[config.mk]
export PLATFORM = sky130hd
export DESIGN_NAME = pid_datapath
export DESIGN_NICKNAME = d
export VERILOG_FILES = /design/src/pid_pkg.sv /design/src/pid_datapath.sv
export SDC_FILE = /design/constraint.sdc
export NUM_CORES = 2
export LEC_CHECK = 0
export ABC_CLOCK_PERIOD_IN_PS = 40000
export BUFFER_PORTS_ARGS = -buffer_cell sky130_fd_sc_hd__buf_2
export CAP_MARGIN = 20
export CORE_UTILIZATION = 30
export DETAILED_ROUTE_END_ITERATION = 8
export SLEW_MARGIN = 5
export SYNTH_ARGS = -nofsm -noshare
export SYNTH_HDL_FRONTEND = slang
export SYNTH_SLANG_ARGS = --single-unit
export TNS_END_PERCENT = 20
[constraint.sdc]
create_clock -name vclk -period 40
set_input_delay 8 -clock vclk [all_inputs]
set_output_delay 8 -clock vclk [all_outputs]
set_load 0.05 [all_outputs]
[src/pid_pkg.sv]
// Shared types and constants for the PID step block with clamps.
// No dependencies; every other file imports this package.
package pid_pkg;

  localparam int unsigned GAIN_W     = 16;  // unsigned Q8.8
  localparam int unsigned LIMIT_W    = 15;  // unsigned integer limits
  localparam int unsigned SAMPLE_W   = 16;  // signed error and result fields
  localparam int unsigned FRAC_W     = 8;
  localparam int unsigned ACCUM_W    = 25;  // signed Q16.8
  localparam int unsigned CFG_IDX_W  = 3;
  localparam int unsigned CFG_DATA_W = 16;

  localparam logic [GAIN_W-1:0]  GAIN_P_RST      = 16'd256;
  localparam logic [GAIN_W-1:0]  GAIN_D_RST      = 16'd256;
  localparam logic [GAIN_W-1:0]  GAIN_I_RST      = 16'd256;
  localparam logic [LIMIT_W-1:0] INT_LIMIT_RST   = 15'd100;
  localparam logic [LIMIT_W-1:0] OUT_LIMIT_RST   = 15'd255;
  localparam logic [LIMIT_W-1:0] NOISE_LEVEL_RST = 15'd5;

  typedef enum logic [CFG_IDX_W-1:0] {
    CFG_GAIN_P         = 3'd0,
    CFG_GAIN_D         = 3'd1,
    CFG_GAIN_I         = 3'd2,
    CFG_INTEGRAL_LIMIT = 3'd3,
    CFG_OUTPUT_LIMIT   = 3'd4,
    CFG_NOISE_LEVEL    = 3'd5
  } pid_cfg_idx_t;

  typedef enum logic {
    ACT_STEP  = 1'b0,
    ACT_CLEAR = 1'b1
  } pid_action_t;

  typedef struct packed {
    logic [GAIN_W-1:0]  gain_p;
    logic [GAIN_W-1:0]  gain_d;
    logic [GAIN_W-1:0]  gain_i;
    logic [LIMIT_W-1:0] integral_limit;
    logic [LIMIT_W-1:0] output_limit;
    logic [LIMIT_W-1:0] noise_level;
  } pid_cfg_t;

  typedef struct packed {
    logic signed [SAMPLE_W-1:0] drive_value;
    logic signed [SAMPLE_W-1:0] integral_term;
  } pid_result_t;

endpackage

[src/pid_datapath.sv]
// One PID step or clear: three gain products, integral clamp, sum, truncation,
// output saturation and deadband. Purely combinational; depends on pid_pkg.
module pid_datapath
  import pid_pkg::*;
(
  input  pid_cfg_t                   cfg,
  input  logic                       action,
  input  logic signed [SAMPLE_W-1:0] error_sample,
  input  logic signed [ACCUM_W-1:0]  accum,
  input  logic signed [SAMPLE_W-1:0] prev_error,
  output logic signed [ACCUM_W-1:0]  accum_nxt,
  output logic signed [SAMPLE_W-1:0] prev_error_nxt,
  output pid_result_t                result
);

  logic signed [GAIN_W:0]    gp_s, gd_s, gi_s;
  logic signed [SAMPLE_W:0]  diff;
  logic signed [32:0]        prop;
  logic signed [33:0]        deriv;
  logic signed [32:0]        iprod;
  logic signed [33:0]        acc_raw;
  logic signed [33:0]        ilim;
  logic signed [ACCUM_W-1:0] acc_cl;
  logic signed [35:0]        sum;
  logic                      sum_round;
  logic signed [27:0]        drive_tr;
  logic signed [27:0]        olim;
  logic signed [SAMPLE_W-1:0] drive_sat;
  logic signed [SAMPLE_W:0]  drive_ext;
  logic signed [SAMPLE_W:0]  noise;
  logic                      acc_round;
  logic signed [16:0]        iterm;

  assign gp_s = $signed({1'b0, cfg.gain_p});
  assign gd_s = $signed({1'b0, cfg.gain_d});
  assign gi_s = $signed({1'b0, cfg.gain_i});

  assign diff  = {error_sample[SAMPLE_W-1], error_sample}
               - {prev_error[SAMPLE_W-1], prev_error};
  assign prop  = error_sample * gp_s;
  assign deriv = diff * gd_s;
  assign iprod = error_sample * gi_s;

  assign acc_raw = {{9{accum[ACCUM_W-1]}}, accum} + {iprod[32], iprod};
  assign ilim    = $signed({11'b0, cfg.integral_limit, 8'b0});

  always_comb begin
    priority if (acc_raw > ilim) begin
      acc_cl = ilim[ACCUM_W-1:0];
    end else if (acc_raw < -ilim) begin
      acc_cl = -ilim[ACCUM_W-1:0];
    end else begin
      acc_cl = acc_raw[ACCUM_W-1:0];
    end
  end

  assign sum = {{3{prop[32]}}, prop} + {{2{deriv[33]}}, deriv}
             + {{11{acc_cl[ACCUM_W-1]}}, acc_cl};

  // Truncate toward zero: bump the floor of a negative value with a fraction.
  assign sum_round = sum[35] && (sum[FRAC_W-1:0] != '0);
  assign drive_tr  = sum[35:FRAC_W] + {27'b0, sum_round};
  assign olim      = $signed({13'b0, cfg.output_limit});

  always_comb begin
    priority if (drive_tr > olim) begin
      drive_sat = olim[SAMPLE_W-1:0];
    end else if (drive_tr < -olim) begin
      drive_sat = -olim[SAMPLE_W-1:0];
    end else begin
      drive_sat = drive_tr[SAMPLE_W-1:0];
    end
  end

  assign drive_ext = {drive_sat[SAMPLE_W-1], drive_sat};
  assign noise     = $signed({2'b0, cfg.noise_level});

  assign acc_round = acc_cl[ACCUM_W-1] && (acc_cl[FRAC_W-1:0] != '0);
  assign iterm     = acc_cl[ACCUM_W-1:FRAC_W] + {16'b0, acc_round};

  always_comb begin
    if (action == ACT_CLEAR) begin
      accum_nxt            = '0;
      prev_error_nxt       = '0;
      result.drive_value   = '0;
      result.integral_term = '0;
    end else begin
      accum_nxt            = acc_cl;
      prev_error_nxt       = error_sample;
      result.integral_term = iterm[SAMPLE_W-1:0];
      if (drive_ext < noise && drive_ext > -noise) begin
        result.drive_value = '0;
      end else begin
        result.drive_value = drive_sat;
      end
    end
  end

endmodule

==> summary.md <==
| Metric | Value |
|---|---|
| Sequential fraction of the synthesis area | `0%` |
| TritonRoute pass-1 iters | `5` |
| Hold EP | `prev_error_nxt[7]` |
| Setup Crit Path Kind | `primary input to primary output` |
| Outcome | `finished, final reports clean` |
| Die width | `360 um` |
| Area of the multi-input gates | `33800 um^2` |
| Arrival time worst endpoint | `30.65 ns` |
| Synth Net Count | `5951` |
| Hold Path Origin | `error_sample[7]` |
| Die Y | `360 um` |
| Final setup fails | `0` |
| CP required | `32.00 ns` |
| CP Capture Type | `primary output` |
| Via count | `30.6k` |
| CP Launch Type | `primary input` |
| Mapped Cells | `4537` |
| Final std cells w/o fill | `6284` |
| Slew headroom | `26.1%` |
| Setup ws final | `1.35 ns` |
| Max Fanout on Critical Path | `19` |
| WL per Instance | `18.5 um` |
| Post-CTS Hold Buffers | `0` |
| RSZ-0062 raised after global routing | `no` |
| Total length of routed wires | `116 mm` |
| Largest net degree at the start of global routing | `57` |
| Final period util | `96.6%` |
| CP most frequent cell | `fa_1` |
| Synth unique cells | `91` |
| Layout area overhead | `7.77%` |
| Worst Tran Pin Value | `1.10 ns` |
| Gp weighted congestion | `0.927` |
| Clk_buf instances | `0` |
| Hold Crit Class | `primary input to primary output` |
| Row cnt | `130` |
| FILL cells | `13.4k` |
| IO buf count | `224` |
| F_max | `0.0259 GHz` |
| Cells after DPL | `6271` |
| Max layer used | `met5` |
| TNS Setup | `0 ns` |
| Layout cells sized above 1 | `7.44%` |
| Synth Warn # | `0` |
| Core box area | `126000 um^2` |
| Hold Vio Cnt, Final | `0` |
| CP max-delay cell | `or4b_1` |
| Antenna-violating nets left | `0` |
| Via density | `4.88` |
| Core Util, Final | `32.8%` |
| Register area | `0 um^2` |
| Hpwl dp | `102 mm` |
| Total gr overflow | `0` |
| DRC violations left | `0` |
| Fin nets | `6042` |
| Global-route wire length before repair | `188 mm` |
| Synth Area per Inst | `8.46 um^2` |
| Synthesized area | `38400 um^2` |
| DIE AREA | `129000 um^2` |
| Post-Route M1 WL | `52.9 mm` |
| Min Tclk post-route | `38.65 ns` |
| Number of global-route vias before repair | `32.5k` |
| DR WL met3 | `10.3 mm` |
| Max-cap viol count | `0` |
| Initial Util | `30.4%` |
| Hold path depth | `3` |
| Pre-CTS setup slack | `0.384 ns` |
| Num ports | `224` |
| DR iter-0 viols | `1870` |
| Total track usage | `18.5%` |
| Met2 WL post-DR | `51.1 mm` |
| Initial antenna violation count | `32` |
| Seq cells | `0` |
| Pins Over Slew Limit | `0` |
| CP peak stage delay | `0.63 ns` |
[layout make-up]
cell class	count	share of cell area, %
multi-input combinational	3283	81.6
inverter	1073	9.74
tap	1650	4.99
timing repair buffer	270	3.61
antenna	8	0.0484
[timing repair]
item,4_1_cts,5_1_grt
endpoints found under the hold margin,0,0
endpoints found under the setup margin,0,16
gates resized for setup,0,27
buffers inserted,0,5
[cells in the final DEF, fill, tap and decap left out, drive strengths merged, types with 46 or more instances in the layout]
cell | netlist | layout
xnor2 | 94 | 94
ha | 447 | 447
nor3 | 46 | 46
nor2b | 58 | 58
o21ai | 93 | 93
nand2 | 508 | 508
buf | 18 | 264
nand3 | 51 | 51
and2 | 370 | 370
inv | 1073 | 1072
a21oi | 126 | 126
nor2 | 137 | 137
fa | 816 | 816
nand2b | 59 | 59
[worst max path at each step]
stage	start	endpoint	slack, ns	depth (start not counted)
after detailed placement	error_sample[1]	result[20]	0.38	84
after CTS	error_sample[1]	result[20]	0.24	84
after global placement	error_sample[1]	result[20]	0.98	84
after global routing	error_sample[10]	result[20]	0.06	84
after floorplan	error_sample[15]	result[17]	3.11	92
final	error_sample[6]	result[30]	1.35	87
[cells by family (layout without fill, tap and decap cells)]
group | count (synthesis) | after routing | share of synthesized area, %
compound gates | 477 | 477 | 8.40
xor+xnor | 129 | 129 | 2.96
fa+ha+maj | 1263 | 1263 | 57.1
buf+inv | 1254 | 1343 | 12.3
mux | 35 | 35 | 0.965
other cells | 0 | 8 | 0
simple gates | 1379 | 1379 | 18.2
[critical path, delay by kind of cell]
kind / cells / cell delay (ns)
AOI/OAI and AO/OA: 37 / 7.95
adders and majority gates: 20 / 8.27
and+or+nand+nor: 14 / 3.21
buffers and inverters: 13 / 2.35
muxes: 1 / 0.31
xor gates and xnor gates: 2 / 0.53
[stage by stage]
stage / cell area, um^2 / hold slack (ns)
floorplan: 38400 / 16.27
global placement: 41200 / 16.56
detailed placement: 41200 / 16.57
CTS: 41200 / 16.56
global route: 41400 / 16.59
finish: 41400 / 16.56
[per-layer routing]
metal  vias to the layer above  track usage (%)
li1                      14076                -
met1                     15474             26.3
met2                       941             28.5
met3                       126             4.44
met4                        30             3.16
met5                         -                0
[synth_stat cells (8+ instances only)]
master	n	share of area (%)
a21oi_1	122	1.6
o21a_1	29	0.57
ha_1	447	15
nand2b_1	59	0.96
o211ai_1	13	0.25
nor2_1	135	1.3
a31oi_1	8	0.13
mux2i_1	19	0.50
xnor2_1	93	2.1
xor2_1	35	0.80
a21boi_0	15	0.29
a211oi_1	30	0.59
mux2_2	16	0.47
and4_1	11	0.25
and2_1	370	6.0
a2111oi_0	9	0.21
fa_1	816	43
a211o_1	10	0.23
or2_2	12	0.20
nand2_1	508	5.0
o31ai_1	11	0.22
o21ai_0	87	1.1
and3_1	25	0.41
or3_1	25	0.41
inv_1	1073	10
nand3b_1	12	0.23
nand4_1	39	0.64
nand3_1	50	0.65
o22ai_1	14	0.23
buf_2	11	0.14
clkbuf_1	160	1.6
a21o_1	43	0.84
nor2b_1	58	0.95
nor3_1	46	0.60
