## src/pid_pkg.sv

```systemverilog
// Shared types and constants for the PID step block with clamps.
// No dependencies; every other file imports this package.
package pid_pkg;

  localparam int unsigned GAIN_W     = 16;  // unsigned Q8.8
  localparam int unsigned LIMIT_W    = 15;  // unsigned integer limits
  localparam int unsigned SAMPLE_W   = 16;  // signed error and result fields
  localparam int unsigned FRAC_W     = 8;
  localparam int unsigned ACCUM_W    = 25;  // signed Q16.8
  localparam int unsigned CFG_IDX_W  = 3;
  localparam int unsigned CFG_DATA_W = 16;

  localparam logic [GAIN_W-1:0]  GAIN_P_RST      = 16'd256;
  localparam logic [GAIN_W-1:0]  GAIN_D_RST      = 16'd256;
  localparam logic [GAIN_W-1:0]  GAIN_I_RST      = 16'd256;
  localparam logic [LIMIT_W-1:0] INT_LIMIT_RST   = 15'd100;
  localparam logic [LIMIT_W-1:0] OUT_LIMIT_RST   = 15'd255;
  localparam logic [LIMIT_W-1:0] NOISE_LEVEL_RST = 15'd5;

  typedef enum logic [CFG_IDX_W-1:0] {
    CFG_GAIN_P         = 3'd0,
    CFG_GAIN_D         = 3'd1,
    CFG_GAIN_I         = 3'd2,
    CFG_INTEGRAL_LIMIT = 3'd3,
    CFG_OUTPUT_LIMIT   = 3'd4,
    CFG_NOISE_LEVEL    = 3'd5
  } pid_cfg_idx_t;

  typedef enum logic {
    ACT_STEP  = 1'b0,
    ACT_CLEAR = 1'b1
  } pid_action_t;

  typedef struct packed {
    logic [GAIN_W-1:0]  gain_p;
    logic [GAIN_W-1:0]  gain_d;
    logic [GAIN_W-1:0]  gain_i;
    logic [LIMIT_W-1:0] integral_limit;
    logic [LIMIT_W-1:0] output_limit;
    logic [LIMIT_W-1:0] noise_level;
  } pid_cfg_t;

  typedef struct packed {
    logic signed [SAMPLE_W-1:0] drive_value;
    logic signed [SAMPLE_W-1:0] integral_term;
  } pid_result_t;

endpackage

```

## src/pid_cfg_regs.sv

```systemverilog
// Configuration register file: gains, integral and output limits, noise level.
// Depends on pid_pkg.
module pid_cfg_regs
  import pid_pkg::*;
(
  input  logic                  clk,
  input  logic                  rst_n,
  input  logic                  cfg_we,
  input  logic [CFG_IDX_W-1:0]  cfg_index,
  input  logic [CFG_DATA_W-1:0] cfg_wdata,
  output pid_cfg_t              cfg
);

  pid_cfg_t cfg_r;
  pid_cfg_t cfg_nxt;

  always_comb begin
    cfg_nxt = cfg_r;
    if (cfg_we) begin
      unique case (pid_cfg_idx_t'(cfg_index))
        CFG_GAIN_P:         cfg_nxt.gain_p         = cfg_wdata[GAIN_W-1:0];
        CFG_GAIN_D:         cfg_nxt.gain_d         = cfg_wdata[GAIN_W-1:0];
        CFG_GAIN_I:         cfg_nxt.gain_i         = cfg_wdata[GAIN_W-1:0];
        CFG_INTEGRAL_LIMIT: cfg_nxt.integral_limit = cfg_wdata[LIMIT_W-1:0];
        CFG_OUTPUT_LIMIT:   cfg_nxt.output_limit   = cfg_wdata[LIMIT_W-1:0];
        CFG_NOISE_LEVEL:    cfg_nxt.noise_level    = cfg_wdata[LIMIT_W-1:0];
        default:            cfg_nxt = cfg_r;  // drop writes to unused indexes
      endcase
    end
  end

  always_ff @(posedge clk) begin
    if (!rst_n) begin
      cfg_r.gain_p         <= GAIN_P_RST;
      cfg_r.gain_d         <= GAIN_D_RST;
      cfg_r.gain_i         <= GAIN_I_RST;
      cfg_r.integral_limit <= INT_LIMIT_RST;
      cfg_r.output_limit   <= OUT_LIMIT_RST;
      cfg_r.noise_level    <= NOISE_LEVEL_RST;
    end else begin
      cfg_r <= cfg_nxt;
    end
  end

  assign cfg = cfg_r;

endmodule

```

## config.mk

```make
export PLATFORM = sky130hd
export DESIGN_NAME = pid_cfg_regs
export DESIGN_NICKNAME = d
export VERILOG_FILES = /design/src/pid_pkg.sv /design/src/pid_cfg_regs.sv
export SDC_FILE = /design/constraint.sdc
export NUM_CORES = 1
export LEC_CHECK = 0
export ABC_AREA = 1
export BUFFER_PORTS_ARGS = -buffer_cell sky130_fd_sc_hd__buf_4
export CAP_MARGIN = 20
export CORE_ASPECT_RATIO = 1.25
export CORE_MARGIN = 1
export CORE_UTILIZATION = 46
export CTS_CLUSTER_DIAMETER = 150
export CTS_CLUSTER_SIZE = 30
export DETAILED_ROUTE_END_ITERATION = 6
export PLACE_DENSITY_LB_ADDON = 0.3
export SETUP_SLACK_MARGIN = 0.15
export SYNTH_ARGS = -nofsm -noshare
export SYNTH_HDL_FRONTEND = slang
export SYNTH_SLANG_ARGS = --single-unit
```

## constraint.sdc

```tcl
create_clock -name clk -period 0.8 [get_ports clk]
set_input_delay 0.16 -clock clk [delete_from_list [all_inputs] [get_ports clk]]
set_output_delay 0.16 -clock clk [all_outputs]
set_load 0.05 [all_outputs]
```

==> impl_metrics.py, run 1 <==
metrics = {
    "status": {
        "status": "did not finish",
        "stop_stage": "5_1_grt",
        "stop_error": "[ERROR DPL-0038] Utilization greater than 100%, impossible to legalize",
    },
    "place": {
        "place_area_um2": 5810,
        "hpwl_um": 8830,
        "port_buffers": 114,
        "place_congestion": 0.836,
        "dp.cells": 752,
    },
    "clock_tree": {
        "cts_made_buffers": 9,
        "clock_sink_count": 93,
        "cts_root_buf": "clkbuf_8",
        "clock_path_buffers": 2,
        "h-tree-depth": 3,
    },
    "floorplanning": {
        "die_h_um": 102,
        "io_pins": 115,
        "start_util_pct": 47.4,
        "rows": 36,
        "die_w_um": 82.2,
    },
    "timing": {
        "grt_repair_worst_endpoint": "cfg[53]",
        "endpoint_type": "output port",
    },
    "synthesis": {
        "synth-seq-cells": 93,
        "avgSynthCellArea_um2": 7.06,
        "seq_area_frac_synth_pct": 50.4,
        "syn_area_um2": 3700,
        "synth_fp_nets": 546,
        "synth_cell_types": 13,
        "yosysWarnings": 0,
        "syn_inst": 524,
    },
    "global_route": {
        "grt_max_degree": 35,
    },
}
through the flow:
| step | setup slack [ps] | TNS [ps] |
|---|---|---|
| 3_5_place_dp | -346 | -25480 |
| 4_1_cts | -257 | -22020 |
| 3_3_place_gp | -288 | -23310 |
| 2_1_floorplan | -46.9 | -883 |
repair_timing:
item | in CTS
endpoints found under the setup margin | 176
pin swaps | 55
buffers inserted | 29
hold buffers | 0
gates cloned | 10
gates resized for setup | 223
Yosys cell counts:
cell type	n	area, um^2
nor2_1	156	586
nand2_1	120	450
dfxtp_1	93	1860
nand3_1	93	465
inv_1	21	78.8
buf_2	18	90.1
buf_4	7	52.6
nor2_4	6	67.6
clkbuf_1	4	15.0
buf_1	2	7.51
nor2_2	2	12.5
inv_2	1	3.75
nand2_2	1	6.26
cell families after synthesis:
group                  share of synthesized area [%]
buffers and inverters                           6.70
and+or+nand+nor                                 42.9
DFF                                             50.4
==> run 2: changes to the inputs <==
==> config.mk (replaced) <==
export PLATFORM = sky130hd
export DESIGN_NAME = pid_cfg_regs
export DESIGN_NICKNAME = d
export VERILOG_FILES = /design/src/pid_pkg.sv /design/src/pid_cfg_regs.sv
export SDC_FILE = /design/constraint.sdc
export NUM_CORES = 1
export LEC_CHECK = 0
export ABC_AREA = 1
export BUFFER_PORTS_ARGS = -buffer_cell sky130_fd_sc_hd__buf_4
export CAP_MARGIN = 20
export CORE_MARGIN = 1
export CORE_UTILIZATION = 40
export DETAILED_ROUTE_END_ITERATION = 6
export PLACE_DENSITY_LB_ADDON = 0.15
export SYNTH_ARGS = -nofsm -noshare
export SYNTH_HDL_FRONTEND = slang
export SYNTH_SLANG_ARGS = --single-unit
==> constraint.sdc (replaced) <==
create_clock -name clk -period 1.05 [get_ports clk]
set_input_delay 0.21 -clock clk [delete_from_list [all_inputs] [get_ports clk]]
set_output_delay 0.21 -clock clk [all_outputs]
set_load 0.05 [all_outputs]
==> run 2 against run 1 <==
Against the previous run: area after synthesis stayed put; synthesized cell count did not move; the flow now finishes, with violations (design-rule violations, negative setup slack).
==> impl_metrics.py, run 2 <==
metrics = {
    "run": {
        "cap_viol_max_count": 0,
    },
    "drt": {
        "route.detailed.drc": 6,
        "avgRoutedWirePerCell_um": 14.5,
        "dr.pass1.iters": 7,
        "viasPerCell": 4.92,
        "postRouteAntennaNets": 0,
        "vias": 3745,
        "drt_iter0_markers": 160,
        "wirelength_um": 11000,
    },
    "clock_tree": {
        "cts_made_buffers": 9,
        "clk_latency_ps": 350,
        "h-tree-depth": 3,
        "clkSlewWorstSetupHoldPaths_ps": 90,
        "clock_sink_count": 93,
        "hold_buffers": 0,
        "cts_root_buf": "clkbuf_8",
        "cts_tree": "yes",
        "clock_path_buffers": 2,
    },
    "synthesis": {
        "syn_area_um2": 3700,
        "synth_commonest_cells": "nor2_1, nand2_1, dfxtp_1, nand3_1, inv_1",
        "synth-seq-cells": 93,
        "syn_inst": 524,
        "synth_cell_types": 13,
        "async_flop_share_pct": 0,
        "synth_top_area_cell": "dfxtp_1",
        "synth_ff_type": "dfxtp_1",
        "synth.top_cell.area_share_pct": 50.4,
        "yosysMostFrequentCell": "nor2_1",
        "synth_edf_count": 0,
        "avgSynthCellArea_um2": 7.06,
        "seq_area_frac_synth_pct": 50.4,
        "yosysWarnings": 0,
        "synth_area_leaders": "dfxtp_1, nor2_1, nand3_1",
        "synth_fp_nets": 546,
    },
    "global_route": {
        "grt_antenna_before_repair": 0,
        "overflow": 0,
        "grt_pass1_wl_um": 17400,
        "grt_pass1_vias": 3439,
        "grt_max_degree": 36,
        "grt_usage_pct": 23.4,
    },
    "timing": {
        "period_needed_ps": 1090,
        "fin_ws_ps": -41.4,
        "post-route-period-util_pct": 104,
        "fmax_mhz": 916,
        "clock-skew-final_ps": 0,
        "timing.final.hold_violations": 0,
        "slew_violations": 0,
        "worstMarginPinSlew_ps": 394,
        "slew_headroom_pct": 73.7,
        "setup_viol": 91,
        "rsz0062_at_grt": "yes",
    },
    "cells_and_area": {
        "final_area_um2": 5910,
        "final_cell_mix": "nor2_1, nand2_1, nand3_1, dfxtp_2, buf_8",
        "final_common_cell": "nor2_1",
        "areaGrowthSynthToFinish_pct": 59.8,
        "nets": 670,
        "num_antenna_cells": 0,
        "final_cells": 761,
        "drive_above_1_share_pct": 40.4,
        "largest_register_ffs": 93,
    },
    "status": {
        "violations": "design-rule violations, negative setup slack",
        "status": "complete, but fails checks",
    },
    "worst_setup_path": {
        "cpLargestDelayFamily": "flip-flops",
        "worst_ep_arrival_time_ps": 880,
        "cp_slowest_stage_delay_ps": 370,
        "crit_path_cell_trace": "buf_8",
        "path_class": "reg -> out",
        "crit_path_end_kind": "output pin",
        "cp_max_fo": 2,
        "cp_data_required_time_ps": 840,
        "cp.buffers_inverters": 1,
        "startpoint_type": "flip-flop",
        "critPathSlowestCell": "dfxtp_2",
    },
    "floorplanning": {
        "die_h_um": 98.1,
        "die_w_um": 98.1,
        "rows": 34,
        "design.die.area_um2": 9630,
        "core_um2": 8850,
        "io_pins": 115,
        "start_util_pct": 41.8,
    },
    "place": {
        "place_congestion": 0.797,
        "port_buffers": 114,
        "place_area_um2": 4870,
        "dp.cells": 735,
        "hpwl_um": 7330,
    },
    "min_path": {
        "hold_path.class": "in -> reg",
    },
    "power": {
        "power_mw": 7.91,
        "power_density_nw_per_um2": 1340,
        "leakagePower_nw": 2.67,
        "irDropWorstVdd_v": 0.000735,
    },
}
-- run 2: layer usage --
metal	GRT usage (%)	vias up	routed length (um)
li1	-	1872	-
met1	29.9	1715	4640
met2	38.4	142	5280
met3	4.94	16	823
met4	9.99	0	280
met5	0	-	0
-- run 2: cells by family (layout without fill, tap and decap cells) --
group | Yosys count | after routing | share of synthesized area, %
AND/OR/NAND/NOR | 378 | 378 | 42.9
flip-flops | 93 | 93 | 50.4
buffers and inverters | 53 | 182 | 6.70
-- run 2: where the power goes --
| part | switching [mW] | internal [mW] | total [mW] |
|---|---|---|---|
| clock network | 1.25 | 1.30 | 2.55 |
| registers | 0.112 | 3.67 | 3.79 |
| logic | 0.949 | 0.623 | 1.57 |
-- run 2: final timing paths --
kind	from	end	slack (ps)	cells after the start
hold reg to reg	cfg[65]$_SDFFE_PN0P_	cfg[65]$_SDFFE_PN0P_	490	2
hold / removal	cfg_wdata[0]	cfg[15]$_SDFFE_PN1P_	70	3
setup reg to reg	cfg[34]$_SDFFE_PN0P_	cfg[34]$_SDFFE_PN0P_	220	4
setup / recovery	cfg[91]$_SDFFE_PN0P_	cfg[91]	-40	1
-- run 2: timing repair --
| action | CTS | global route |
|---|---|---|
| endpoints found under the setup margin | 93 | 93 |
| gates resized for setup | 235 | 25 |
| buffers inserted | 4 | 6 |
-- run 2: layout make-up --
class                      count  area [um^2]
timing repair buffer         144         1900
clock buffer                  12          165
sequential                    93         1980
fill                         749         2940
tap                          108          135
clock inverter                 4         55.1
inverter                      22         82.6
multi-input combinational    378         1600
-- run 2: metrics by stage --
step | setup WS [ps] | setup TNS (ps) | hold WS (ps) | utilization (%)
4_1_cts | -51.7 | -2590 | 60.1 | 65.2
6_report | -41.4 | -1640 | 71.9 | 66.8
3_3_place_gp | -70.4 | -2590 | 422 | 55.0
3_5_place_dp | -120 | -3790 | 434 | 55.0
5_1_grt | -76.4 | -4550 | 75.2 | 66.8
2_1_floorplan | 83.9 | 0 | 323 | -
Note: power is estimated with default switching activity, not from simulation.
==> run 3: changes to the inputs <==
--- a/config.mk
+++ b/config.mk
@@ -10,6 +10,7 @@
 export CAP_MARGIN = 20
 export CORE_MARGIN = 1
 export CORE_UTILIZATION = 40
+export CTS_BUF_LIST = sky130_fd_sc_hd__clkbuf_4
 export DETAILED_ROUTE_END_ITERATION = 6
 export PLACE_DENSITY_LB_ADDON = 0.15
 export SYNTH_ARGS = -nofsm -noshare
==> run 3 against run 2 <==
Against the previous run: the flow still finishes with violations (design-rule violations, negative setup slack); sequential power hardly changed; register-to-register slack hardly changed; final cell count is 1.2% higher; via count is 1.3% higher; non-clock buffer count is 9 higher; worst setup slack worse by 86 ps; largest power group unchanged.
==> impl_metrics.py, run 3 (synthesized netlist as in run 2, its figures left out) <==
metrics = {
    "status": {
        "status": "complete, but fails checks",
        "violations": "design-rule violations, negative setup slack",
    },
    "cells_and_area": {
        "final_cell_mix": "nor2_1, nand2_1, nand3_1, dfxtp_2, buf_8",
        "final_common_cell": "nor2_1",
        "seq_area_um2": 1980,
        "num_antenna_cells": 0,
        "drive_above_1_share_pct": 39.4,
        "largest_register_ffs": 93,
        "areaGrowthSynthToFinish_pct": 59.7,
        "nets": 679,
        "fillers": 750,
        "final_area_um2": 5910,
        "multi_input_area_um2": 1600,
    },
    "drt": {
        "postRouteAntennaNets": 0,
        "vias": 3795,
        "route.detailed.drc": 4,
        "drt_iter0_markers": 162,
        "wirelength_um": 11200,
        "dr.pass1.iters": 7,
        "avgRoutedWirePerCell_um": 14.6,
        "viasPerCell": 4.93,
    },
    "floorplanning": {
        "io_pins": 115,
        "die_w_um": 98.1,
        "design.die.area_um2": 9630,
        "start_util_pct": 41.8,
        "core_um2": 8850,
        "rows": 34,
        "die_h_um": 98.1,
    },
    "worst_setup_path": {
        "cp.buffers_inverters": 1,
        "timing.rr.end": "cfg[34]$_SDFFE_PN0P_",
        "setup.worst_path.end": "cfg[51]",
        "path_class": "reg -> out",
        "reg2reg_depth": 4,
        "crit_path_end_kind": "output pin",
        "worst_ep_arrival_time_ps": 970,
        "startpoint_type": "flip-flop",
        "cp_data_required_time_ps": 840,
        "cp_slowest_stage_delay_ps": 380,
        "cp_num_cells": 1,
        "cp-startpoint": "cfg[51]$_SDFFE_PN0P_",
        "cpLargestDelayFamily": "flip-flops",
        "critPathSlowestCell": "dfxtp_2",
        "cp_max_fo": 2,
        "crit_path_cell_trace": "buf_8",
        "worstReg2RegStart": "cfg[34]$_SDFFE_PN0P_",
        "r2r_slack_ps": 220,
    },
    "global_route": {
        "overflow": 0,
        "grt.busiest_layer": "met2",
        "grtUsageMet1_pct": 30.1,
        "grt_max_degree": 36,
        "grt_pass1_vias": 3499,
        "globalRouteMet3Util_pct": 6.59,
        "grt_antenna_before_repair": 0,
        "gr-usage-met2_pct": 38.8,
        "grt_pass1_wl_um": 17600,
        "grt_usage_pct": 23.8,
    },
    "place": {
        "place_area_um2": 4870,
        "place_congestion": 0.797,
        "hpwl_um": 7330,
        "port_buffers": 114,
    },
    "clock_tree": {
        "clock_sink_count": 93,
        "cts_root_buf": "clkbuf_4",
        "clkSlewWorstSetupHoldPaths_ps": 150,
        "h-tree-depth": 3,
        "cts_tree": "yes",
        "clock_path_buffers": 2,
        "cts_made_buffers": 9,
        "clk_latency_ps": 430,
    },
    "power": {
        "power_mw": 7.29,
        "power_density_nw_per_um2": 1230,
        "irDropWorstVdd_v": 0.000699,
        "leakagePower_nw": 2.66,
    },
    "timing": {
        "slew_headroom_pct": 74.2,
        "whs_ps": 154,
        "rsz0062_at_grt": "yes",
        "timing.final.hold_violations": 0,
        "setup_viol": 97,
        "clock-skew-final_ps": 0,
        "post-route-period-util_pct": 112,
        "fmax_mhz": 849,
        "worstMarginPinSlew_ps": 386,
        "slew_violations": 0,
        "period_needed_ps": 1180,
        "fin_ws_ps": -128,
    },
    "min_path": {
        "hold_path.class": "in -> reg",
    },
    "run": {
        "cap_viol_max_count": 0,
    },
}
==> run 3: layout make-up <==
type / count / share of cell area [%]
multi-input combinational: 378 / 27.0
tap: 108 / 2.29
inverter: 22 / 1.40
clock inverter: 7 / 1.12
sequential: 93 / 33.5
clock buffer: 9 / 1.14
timing repair buffer: 153 / 33.5
==> run 3: per-layer routing <==
layer,up-vias,share of wire (%)
li1,1897,-
met1,1751,42
met4,0,2.4
met3,17,7.9
met5,-,0
met2,130,48
==> run 3: timing repair <==
item,CTS,global route
gates cloned,0,0
gates resized for setup,232,27
hold buffers,8,1
hold endpoints to repair,11,1
setup buffers,4,6
setup endpoints to repair,93,93
==> run 3: power by group <==
group	internal, mW	leakage (nW)	switching, mW
clock network	0.712	0.0686	1.19
registers	3.68	0.785	0.112
logic	0.642	1.81	0.958
==> run 3: worst min-delay path by stage <==
stage | start | slack, ps | cells past startpoint | endpoint
2_1_floorplan | cfg_wdata[0] | 320 | 2 | cfg[15]$_SDFFE_PN1P_
3_3_place_gp | cfg_wdata[7] | 420 | 3 | cfg[22]$_SDFFE_PN1P_
3_5_place_dp | cfg_wdata[4] | 430 | 3 | cfg[19]$_SDFFE_PN1P_
4_1_cts | cfg_wdata[8] | 0.7 | 3 | cfg[53]$_SDFFE_PN1P_
5_1_grt | rst_n | 140 | 3 | cfg[35]$_SDFFE_PN1P_
6_report | cfg_wdata[15] | 150 | 5 | cfg[76]$_SDFFE_PN0P_
==> run 3: worst min-delay path, delay by kind of cell <==
family | cells | cell delay, ps
buf+inv | 2 | 140
simple gates | 3 | 200
==> run 3: per-stage QoR <==
step                util, %  setup TNS, ps  worst slack (ps)  std cells
floorplan                 -              0              83.9        524
global placement       55.0          -2590             -70.4        735
detailed placement     55.0          -3790              -120        735
CTS                    65.0         -12510              -160        763
global route           66.7         -15680              -198        770
finish                 66.7         -10360              -128        770
==> run 4: changes to the inputs <==
--- a/config.mk
+++ b/config.mk
@@ -13,6 +13,7 @@
 export CTS_BUF_LIST = sky130_fd_sc_hd__clkbuf_4
 export DETAILED_ROUTE_END_ITERATION = 6
 export PLACE_DENSITY_LB_ADDON = 0.15
+export REMOVE_ABC_BUFFERS = 1
 export SYNTH_ARGS = -nofsm -noshare
 export SYNTH_HDL_FRONTEND = slang
 export SYNTH_SLANG_ARGS = --single-unit
==> run 4 against run 3 <==
Against the previous run: the flow still finishes with violations (design-rule violations, negative setup slack); worst setup slack lost 3.7 ps; wire length shrank 3.3%; core utilization shrank 0.71 points; critical path depth is the same; non-clock buffer count shrank 8; power grew 3.3%; largest power group unchanged.
==> impl_metrics.py, run 4 (synthesized netlist as in run 2, its figures left out) <==
metrics = {
    "status": {
        "status": "complete, but fails checks",
        "violations": "design-rule violations, negative setup slack",
    },
    "worst_setup_path": {
        "critPathSlowestCell": "dfxtp_4",
        "crit_path_end_kind": "output pin",
        "cp_slowest_stage_delay_ps": 400,
        "worst_ep_arrival_time_ps": 970,
        "crit_path_cell_trace": "buf_8",
        "cp.buffers_inverters": 1,
        "cpLargestDelayFamily": "flip-flops",
        "cp_max_fo": 2,
        "cp_data_required_time_ps": 840,
        "path_class": "reg -> out",
        "startpoint_type": "flip-flop",
    },
    "cells_and_area": {
        "final_cells": 762,
        "num_antenna_cells": 0,
        "largest_register_ffs": 93,
        "final_common_cell": "nor2_1",
        "areaGrowthSynthToFinish_pct": 58.0,
        "drive_above_1_share_pct": 39.3,
        "final_cell_mix": "nor2_1, nand2_1, nand3_1, dfxtp_2, buf_8",
        "final_area_um2": 5840,
        "nets": 671,
    },
    "place": {
        "place_congestion": 0.812,
        "hpwl_um": 7010,
        "port_buffers": 114,
        "place_area_um2": 4840,
        "dp.cells": 735,
    },
    "drt": {
        "avgRoutedWirePerCell_um": 14.3,
        "postRouteAntennaNets": 0,
        "drt_iter0_markers": 161,
        "dr.pass1.iters": 7,
        "viasPerCell": 4.81,
        "wirelength_um": 10900,
        "vias": 3666,
        "route.detailed.drc": 8,
    },
    "power": {
        "internal_power_mw": 5.24,
        "leakagePower_nw": 2.61,
        "irDropWorstVdd_v": 0.000676,
        "switching_share_pct": 30.4,
        "power_frac_clock_pct": 29.0,
        "switching_power_mw": 2.29,
        "seq_power_share_pct": 50.3,
        "power_density_nw_per_um2": 1290,
        "power_frac_comb_pct": 20.7,
    },
    "timing": {
        "timing.final.hold_violations": 0,
        "setup_tns_ps": -10250,
        "period_needed_ps": 1180,
        "worstMarginPinSlew_ps": 396,
        "whs_ps": 114,
        "rsz0062_at_grt": "yes",
        "setup_viol": 93,
        "fin_ws_ps": -131,
        "fmax_mhz": 846,
        "post-route-period-util_pct": 113,
        "slew_headroom_pct": 73.5,
        "clock-skew-final_ps": 0,
        "slew_violations": 0,
    },
    "clock_tree": {
        "clk_latency_ps": 430,
        "h-tree-depth": 3,
        "clock_path_buffers": 2,
        "cts_tree": "yes",
        "cts_root_buf": "clkbuf_4",
        "cts_made_buffers": 9,
        "clock_sink_count": 93,
        "clkSlewWorstSetupHoldPaths_ps": 150,
    },
    "floorplanning": {
        "die_h_um": 98.1,
        "io_pins": 115,
        "die_w_um": 98.1,
        "start_util_pct": 41.8,
        "design.die.area_um2": 9630,
        "rows": 34,
        "core_um2": 8850,
    },
    "global_route": {
        "grt_pass1_wl_um": 17300,
        "grt_usage_pct": 23.2,
        "overflow": 0,
        "grt_pass1_vias": 3416,
        "grt_antenna_before_repair": 0,
        "grt_max_degree": 56,
    },
    "min_path": {
        "hold_path.class": "in -> reg",
    },
    "run": {
        "cap_viol_max_count": 0,
    },
}
-- run 4: worst paths after layout --
check                  startpoint              endpoint  slack, ps  cells past startpoint
max          cfg[52]$_SDFFE_PN0P_               cfg[52]       -130                      1
min                 cfg_wdata[15]  cfg[60]$_SDFFE_PN0P_        110                      5
max reg2reg   cfg[1]$_SDFFE_PN0P_   cfg[1]$_SDFFE_PN0P_        350                      3
min reg2reg  cfg[32]$_SDFFE_PN1P_  cfg[32]$_SDFFE_PN1P_        490                      2
-- run 4: layer usage --
| layer | vias to the layer above | track usage, % | share of wire (%) |
|---|---|---|---|
| met2 | 117 | 37.3 | 48 |
| li1 | 1871 | - | - |
| met3 | 12 | 4.22 | 5.0 |
| met5 | - | 0 | 0 |
| met4 | 0 | 8.04 | 1.7 |
| met1 | 1666 | 31.2 | 45 |
-- run 4: what timing repair did --
action | 4_1_cts | 5_1_grt
setup buffers | 0 | 2
pin swaps | 0 | 0
cloned | 0 | 0
hold endpoints to repair | 16 | 0
gates resized for setup | 229 | 30
endpoints found under the setup margin | 93 | 97
hold buffers | 9 | 0
-- run 4: power groups by stage --
stage,clock network (mW),logic [mW],registers (mW)
2_1_floorplan,0,0.384,4.22
3_3_place_gp,0,1.36,3.80
3_5_place_dp,0,1.38,3.80
4_1_cts,2.24,1.52,3.78
5_1_grt,2.38,1.66,3.80
6_report,2.19,1.56,3.78
-- run 4: area by class of cell --
class	instances	area [um^2]
fillers	741	3010
flip-flops and latches	93	1980
repair buffers	145	1880
multi-input cells	378	1600
well taps	108	135
clock inverters	7	90.1
inverters	22	90.1
clock buffers	9	67.6
-- run 4: per-stage QoR --
stage	util (%)	setup slack [ps]	total power, mW
global route	66.0	-190	7.84
CTS	64.6	-165	7.55
global placement	54.7	-28.5	5.16
floorplan	-	-777	4.60
finish	66.0	-131	7.53
detailed placement	54.7	-72.5	5.18
